$ cat config.mk
export PLATFORM = sky130hd
export DESIGN_NAME = esb_stats
export DESIGN_NICKNAME = d
export VERILOG_FILES = /design/src/echo_reply_scoreboard_defines.svh /design/src/esb_pkg.sv /design/src/esb_stats.sv
export SDC_FILE = /design/constraint.sdc
export NUM_CORES = 1
export LEC_CHECK = 0
export BUFFER_PORTS_ARGS = -buffer_cell sky130_fd_sc_hd__buf_2
export CORE_UTILIZATION = 40
export CTS_CLUSTER_DIAMETER = 150
export CTS_CLUSTER_SIZE = 14
export DETAILED_ROUTE_END_ITERATION = 8
export PLACE_DENSITY_LB_ADDON = 0.1
export SETUP_SLACK_MARGIN = 0.3
export SYNTH_ARGS = -nofsm -noshare
export SYNTH_HDL_FRONTEND = slang
export SYNTH_SLANG_ARGS = --single-unit
$ cat constraint.sdc
create_clock -name clk_i -period 8.3 [get_ports clk_i]
set_input_delay 0.83 -clock clk_i [delete_from_list [all_inputs] [get_ports clk_i]]
set_output_delay 0.83 -clock clk_i [all_outputs]
set_load 0.1 [all_outputs]
$ cat src/echo_reply_scoreboard_defines.svh
// Assertion macros shared by the scoreboard RTL.
`ifndef ECHO_REPLY_SCOREBOARD_DEFINES_SVH
`define ECHO_REPLY_SCOREBOARD_DEFINES_SVH

// Same-cycle implication, checked out of reset.
`define ESB_ASSERT_NOW(label, ante, cons) \
  label: assert property (@(posedge clk_i) disable iff (!rst_ni) (ante) |-> (cons)) \
    else $error("scoreboard check failed");

// Next-cycle implication, checked out of reset.
`define ESB_ASSERT_NEXT(label, ante, cons) \
  label: assert property (@(posedge clk_i) disable iff (!rst_ni) (ante) |=> (cons)) \
    else $error("scoreboard check failed");

`endif

$ cat src/esb_pkg.sv
package esb_pkg;

  localparam int unsigned SeqW      = 10;
  localparam int unsigned TimeW     = 32;
  localparam int unsigned CntW      = 11;
  localparam int unsigned SumW      = 48;
  localparam int unsigned StatusW   = 3;
  localparam int unsigned CmdW      = 2;
  localparam int unsigned CfgIdxW   = 1;
  localparam int unsigned CfgDataW  = 10;
  localparam int unsigned InDataW   = 48;
  localparam int unsigned OutDataW  = 184;
  localparam int unsigned DefSeqDepth = 1024;

  localparam logic [SeqW-1:0]  MaxPacketsRst = 10'd1000;
  localparam logic [TimeW-1:0] MinStart      = 32'd999000;

  typedef enum logic [CmdW-1:0] {
    CMD_SEND    = 2'd0,
    CMD_REPLY   = 2'd1,
    CMD_TIMEOUT = 2'd2
  } cmd_e;

  typedef enum logic [StatusW-1:0] {
    STAT_SENT     = 3'd0,
    STAT_ACCEPTED = 3'd1,
    STAT_NOT_SENT = 3'd2,
    STAT_LATE     = 3'd3,
    STAT_DUP      = 3'd4,
    STAT_TIMEOUT  = 3'd5,
    STAT_RANGE    = 3'd6
  } status_e;

  typedef enum logic [1:0] {
    MARK_NONE     = 2'd0,
    MARK_ACCEPTED = 2'd1,
    MARK_TIMEOUT  = 2'd2
  } mark_e;

  typedef enum logic [CfgIdxW-1:0] {
    REG_MAX_PACKETS   = 1'b0,
    REG_MARK_TIMEOUTS = 1'b1
  } cfg_reg_e;

  typedef enum logic [2:0] {
    ST_IDLE = 3'b001,
    ST_LOOK = 3'b010,
    ST_POST = 3'b100
  } state_e;

  typedef struct packed {
    logic  sent;
    mark_e mark;
  } flags_t;

  typedef struct packed {
    logic stamp_we;
    logic flag_we;
  } tbl_wr_t;

  typedef struct packed {
    logic sent_inc;
    logic rcvd_inc;
    logic late_inc;
    logic rtt_valid;
  } stat_upd_t;

  typedef struct packed {
    logic [TimeW-1:0] max;
    logic [TimeW-1:0] min;
    logic [SumW-1:0]  sum;
    logic [CntW-1:0]  late;
    logic [CntW-1:0]  rcvd;
    logic [CntW-1:0]  sent;
  } stats_t;

endpackage

$ cat src/esb_stats.sv
module esb_stats (
  input  logic                      clk_i,
  input  logic                      rst_ni,
  input  logic                      upd_en_i,
  input  esb_pkg::stat_upd_t        upd_i,
  input  logic [esb_pkg::TimeW-1:0] rtt_i,
  output esb_pkg::stats_t           stats_o
);

  localparam int unsigned SumW = esb_pkg::SumW;

  esb_pkg::stats_t  stats_q, stats_d;
  logic [SumW:0]    sum_ext;

  assign sum_ext = {1'b0, stats_q.sum} + (SumW + 1)'(rtt_i);

  always_comb begin
    stats_d = stats_q;
    if (upd_en_i) begin
      if (upd_i.sent_inc && (stats_q.sent != '1)) begin
        stats_d.sent = stats_q.sent + esb_pkg::CntW'(1);
      end
      if (upd_i.rcvd_inc && (stats_q.rcvd != '1)) begin
        stats_d.rcvd = stats_q.rcvd + esb_pkg::CntW'(1);
      end
      if (upd_i.late_inc && (stats_q.late != '1)) begin
        stats_d.late = stats_q.late + esb_pkg::CntW'(1);
      end
      if (upd_i.rtt_valid) begin
        // saturate the sum at all ones
        stats_d.sum = sum_ext[SumW] ? '1 : sum_ext[SumW-1:0];
        if (rtt_i < stats_q.min) begin
          stats_d.min = rtt_i;
        end
        if (rtt_i > stats_q.max) begin
          stats_d.max = rtt_i;
        end
      end
    end
  end

  always_ff @(posedge clk_i or negedge rst_ni) begin
    if (!rst_ni) begin
      stats_q.sent <= '0;
      stats_q.rcvd <= '0;
      stats_q.late <= '0;
      stats_q.sum  <= '0;
      stats_q.min  <= esb_pkg::MinStart;
      stats_q.max  <= '0;
    end else begin
      stats_q <= stats_d;
    end
  end

  assign stats_o = stats_q;

endmodule

# Yosys cells after proc, flatten, opt, wreduce, memory -nomap -nowiden
# Cells that the tools add are included.
[op_classes]
order_cmp = 2
n_addsub = 4
n_mux = 1
n_reduce_logical = 9
eq_ne = 3
[op_table]
columns = ["cell", "n"]
rows = [
  ["$add 48x32->49", 1],
  ["$mux 48", 1],
  ["$add 11x1->11 const B", 3],
  ["$ne 11x11->1 const B", 3],
  ["$gt 32x32->1", 1],
  ["$lt 32x32->1", 1],
  ["$reduce_and 2->1", 4],
  ["$reduce_and 3->1", 2],
  ["$logic_and 1x1->1", 3],
]
[word_totals]
in_bits = 39
reg_bits = 145
elab_cells = 25

# Longest topological paths before layout
[logic_depth]
depth_word = 3
depth_mapped = 11
depth_no_buf = 10

# Worst setup path after synthesis
# OpenSTA, ideal clock, no wires.
[synth_timing]
path_type = "reg2reg"
startpoint = "register stats_q, in the netlist stats_o[33]"
endpoint = "register stats_q, in the netlist stats_o[35]"
required_time_ns = 8.177
slack_ns = 4.853
path_stages_with_launch = 12
arrival_ns = 3.324
path_buffers = 1
path_cell_list = "dfrtp_1 > ha_1 > fa_1 > a21o_1 > a221o_1 > and4_1 > o311a_1 > o21ai_2 > nand2_2 > a21oi_4 > buf_4 > a21oi_1"
[synth_via]
elab_chain_cells = 2
[synth_lines]
columns = ["element", "line_no", "source"]
rows = [
  ["from (decl)", "esb_stats.sv:12", "esb_pkg::stats_t stats_q, stats_d;"],
  ["from (signal assigned)", "esb_stats.sv:51", "stats_q <= stats_d;"],
  ["$add 48x32->49", "esb_stats.sv:15", "assign sum_ext = {1'b0, stats_q.sum} + (SumW + 1)'(rtt_i);"],
  ["$mux 48", "esb_stats.sv:31", "stats_d.sum = sum_ext[SumW] ? '1 : sum_ext[SumW-1:0];"],
]
# No other way between the ends.
# A chain may end at the register's enable or synchronous reset.

# Worst setup path in the final report
[layout_timing]
startpoint = "input port rtt_i[0] (netlist bit)"
endpoint = "register stats_q, in the netlist stats_o[50]"
[layout_via]
elab_chain_cells = 2
[layout_lines]
columns = ["element", "line_no", "source"]
rows = [
  ["from (decl)", "esb_stats.sv:6", "input logic [esb_pkg::TimeW-1:0] rtt_i,"],
  ["$add 48x32->49", "esb_stats.sv:15", ""],
  ["$mux 48", "esb_stats.sv:31", ""],
]
# No other way between the ends.

==> impl_table.tex <==
\begin{tabular}{lr}
\hline
Metric & Value \\
\hline
\multicolumn{2}{l}{\textbf{Status}} \\
\quad Run status & finished, violations left \\
\quad Violations in the final reports & design-rule violations \\
\multicolumn{2}{l}{\textbf{Synth}} \\
\quad Post-synthesis adder-cell area fraction & 13.8\% \\
\quad Cell count after synthesis & 911 \\
\quad Yosys warning count & 0 \\
\quad Mapped Nets & 1049 \\
\quad XOR/XNOR share of the synthesized area & 5.52\% \\
\quad Complex-gate fraction of the synthesized area & 15.2\% \\
\quad Post-synthesis sequential area ratio & 40.3\% \\
\quad FF+latch count, synth & 145 \\
\quad Unique cell type count in the Yosys netlist & 56 \\
\quad EDFF count, synth & 0 \\
\quad Fraction of synthesized area in multiplexers & 8.79\% \\
\quad Post-synthesis area per instance & 9.93 µm² \\
\quad Cell area after synthesis & 0.00905 mm² \\
\quad Largest family of logic cells by synthesized area & compound AO/OA/AOI/OAI gates \\
\quad Most used DFF post-synth & sky130\_fd\_sc\_hd\_\_dfrtp\_1 \\
\quad Share of async-settable or async-resettable flops after synthesis & 100\% \\
\quad Basic-gate share of the synthesized area counting and, or, nand and nor cells & 12.7\% \\
\multicolumn{2}{l}{\textbf{Route}} \\
\quad Number of nets with antenna violations after detailed routing & 0 \\
\quad Wire length per cell & 16.7 µm \\
\quad Detail-routed via count per cell & 5.27 \\
\quad DRT iter0 DRCs & 357 \\
\quad Total Wirelength & 23.3 mm \\
\quad Vias after detailed routing & 7350 \\
\quad DRC violations left & 14 \\
\quad DR pass1 iterations & 7 \\
\multicolumn{2}{l}{\textbf{Floorplan}} \\
\quad Initial core utilization & 41.1\% \\
\quad Number of primary I/O pins & 184 \\
\quad Count of standard-cell rows & 54 \\
\quad Die width & 152 µm \\
\quad DIE HEIGHT & 152 µm \\
\quad Total die area & 0.0232 mm² \\
\quad Std-Cell Core Area & 0.0220 mm² \\
\multicolumn{2}{l}{\textbf{Placed design}} \\
\quad Number of port buffers & 183 \\
\quad Routability cong. & 0.869 \\
\quad Half-perimeter wire length of the detailed placement result & 17.7 mm \\
\multicolumn{2}{l}{\textbf{Timing}} \\
\quad Count of pins over their slew limit & 0 \\
\quad Headroom to the max-slew limit & 37.7\% \\
\quad Period Utilization, post-route & 44.9\% \\
\quad Setup repair after global routing missed its margin & no \\
\quad Tmin final & 3.73 ns \\
\quad Final setup vio count & 0 \\
\quad Max frequency & 268 MHz \\
\quad Clock skew & 0.0118 ns \\
\quad Tightest Pin Transition & 0.931 ns \\
\quad Accumulated negative setup slack & 0 ns \\
\quad Final-report hold violation count & 0 \\
\multicolumn{2}{l}{\textbf{Finish}} \\
\quad Total of fill cells in the finished design & 2146 \\
\quad Nets@finish & 1240 \\
\quad Highest-count cells in the layout ignoring fill and taps & sky130\_fd\_sc\_hd\_\_buf\_2, sky130\_fd\_sc\_hd\_\_dfrtp\_1, sky130\_fd\_sc\_hd\_\_ha\_1 \\
\quad Ratio of cells with drive above 1 in the final layout & 27.9\% \\
\quad Number of antenna cells inserted & 0 \\
\quad Flip-flop count of the largest register, all copies and words added & 145 \\
\quad Most common library cell in the layout ignoring fill and taps & sky130\_fd\_sc\_hd\_\_buf\_2 \\
\quad Synthesis-to-layout area growth & 20.3\% \\
\multicolumn{2}{l}{\textbf{Clock network}} \\
\quad Number of setup buffers added after CTS & 0 \\
\quad Clock slew at the register clock pins of the worst setup and hold paths & 0.07 ns \\
\quad Quantity of gates resized following cts & 0 \\
\quad TritonCTS Buffers & 17 \\
\quad Sink count of the clock tree & 145 \\
\quad Maximum count of clock buffers along a single path & 2 \\
\quad Later-pin clock latency in the skew report & 0.43 ns \\
\quad Count of hold-fix buffers inserted at cts & 0 \\
\quad TritonCTS clock tree & built \\
\quad Clock H-tree levels & 4 \\
\quad Root buf cell & sky130\_fd\_sc\_hd\_\_clkbuf\_16 \\
\multicolumn{2}{l}{\textbf{Global routing}} \\
\quad Global-route wire length before repair & 38.8 mm \\
\quad Number of global-route vias before repair & 7314 \\
\quad Maximum number of pins on one net before global-route repair & 89 \\
\quad GR Util All Layers & 21.1\% \\
\quad Congestion Overflow GR & 0 \\
\quad Initial antenna violation count & 0 \\
\multicolumn{2}{l}{\textbf{Setup path}} \\
\quad Crit path max fanout & 27 \\
\quad Element type at the critical path start & input port \\
\quad Worst EP required & 8.56 ns \\
\quad Type of element capturing the critical path & register \\
\quad Worst flop-to-flop path startpoint & stats\_o[33] \\
\quad Category of the most critical setup path & in -> reg \\
\quad Data arrival at the endpoint of the critical path & 3.99 ns \\
\quad Critical path startpoint & rtt\_i[0] \\
\multicolumn{2}{l}{\textbf{Job}} \\
\quad Count of maximum capacitance violations & 0 \\
\multicolumn{2}{l}{\textbf{Hold path}} \\
\quad Path category of the worst min-delay check & in -> async \\
\hline
\end{tabular}
## Yosys cell counts (4+ instances only)
cell type                  number  area share, %
sky130_fd_sc_hd__dfrtp_1      133             37
sky130_fd_sc_hd__ha_1          98             14
sky130_fd_sc_hd__a21oi_1       85            4.7
sky130_fd_sc_hd__inv_1         72            3.0
sky130_fd_sc_hd__mux2_2        68            8.5
sky130_fd_sc_hd__nand2_1       62            2.6
sky130_fd_sc_hd__nor2_1        60            2.5
sky130_fd_sc_hd__a21o_1        41            3.4
sky130_fd_sc_hd__xnor2_1       36            3.5
sky130_fd_sc_hd__nand3_1       30            1.7
sky130_fd_sc_hd__o21ai_0       28            1.5
sky130_fd_sc_hd__xor2_1        21            2.0
sky130_fd_sc_hd__nand4_1       18            1.2
sky130_fd_sc_hd__dfstp_2       12            3.5
sky130_fd_sc_hd__and3_1        11           0.76
sky130_fd_sc_hd__and4_1        11            1.1
sky130_fd_sc_hd__clkbuf_1      11           0.46
sky130_fd_sc_hd__a211oi_1       8           0.66
sky130_fd_sc_hd__a31oi_1        8           0.55
sky130_fd_sc_hd__o211ai_1       8           0.66
sky130_fd_sc_hd__and2_1         7           0.48
sky130_fd_sc_hd__o21a_1         7           0.58
sky130_fd_sc_hd__nor2b_1        6           0.41
sky130_fd_sc_hd__nor3_1         6           0.33
sky130_fd_sc_hd__a21boi_0       5           0.41
sky130_fd_sc_hd__o31ai_1        5           0.41
sky130_fd_sc_hd__buf_2          4           0.22
sky130_fd_sc_hd__or2_2          4           0.28
sky130_fd_sc_hd__or3_1          4           0.28
## layout make-up
type	count	area (µm²)	area share, %
clock buffers	20	447	4.10
clock inverters	12	136	1.25
inverters	72	270	2.48
multi-input cells	677	5070	46.6
flip-flops and latches	145	3640	33.5
well taps	280	350	3.22
repair buffers	189	967	8.88
## cell families (layout without fill, tap and decap cells)
| family | after synthesis | count (layout) |
|---|---|---|
| simple gates | 233 | 233 |
| xor+xnor | 57 | 57 |
| fa+ha+maj | 99 | 99 |
| mux | 71 | 71 |
| buf+inv | 89 | 293 |
| compound gates | 217 | 217 |
| flops | 145 | 145 |
## critical path, cell delays in order
cell and delay (ns):
sky130_fd_sc_hd__buf_2 0.13, sky130_fd_sc_hd__ha_1 0.24, sky130_fd_sc_hd__fa_1 0.41, sky130_fd_sc_hd__a21o_1 0.21
sky130_fd_sc_hd__a221o_1 0.37, sky130_fd_sc_hd__and4_1 0.23, sky130_fd_sc_hd__o311a_1 0.33, sky130_fd_sc_hd__o21ai_2 0.20
sky130_fd_sc_hd__nand2_2 0.15, sky130_fd_sc_hd__a21oi_4 0.70, sky130_fd_sc_hd__a21oi_1 0.16
## layer usage
metal,up-vias,share of wire (%),track usage (%)
met1,3500,47,27.6
met3,28,5.7,5.12
li1,3655,-,-
met5,-,0,0
met2,167,46,34.2
met4,0,1.8,6.97
## final timing paths
path / endpoint / slack [ns] / cells after the start
setup / recovery: stats_o[50] / 4.57 / 11
hold / removal: stats_o[128] / 0.48 / 1
setup reg to reg: stats_o[50] / 4.72 / 10
hold reg to reg: stats_o[21] / 0.48 / 1
max in group asynchronous: stats_o[116] / 6.55 / 2
min in group clk_i: stats_o[21] / 0.48 / 1
## through the flow
stage	std cells	utilization [%]	setup slack (ns)	hold WS, ns	cell area [µm²]
after floorplan	911	-	4.85	0.534	9050
after global placement	1363	46.8	4.23	0.477	10300
after detailed placement	1363	46.8	4.16	0.469	10300
after CTS	1395	49.4	4.59	0.489	10900
after global routing	1395	49.4	4.40	0.497	10900
final	1395	49.4	4.57	0.481	10900
Power is left out: the tool's default activity adds up to more than one toggle a clock period on the data nets, which glitch-free logic cannot reach.
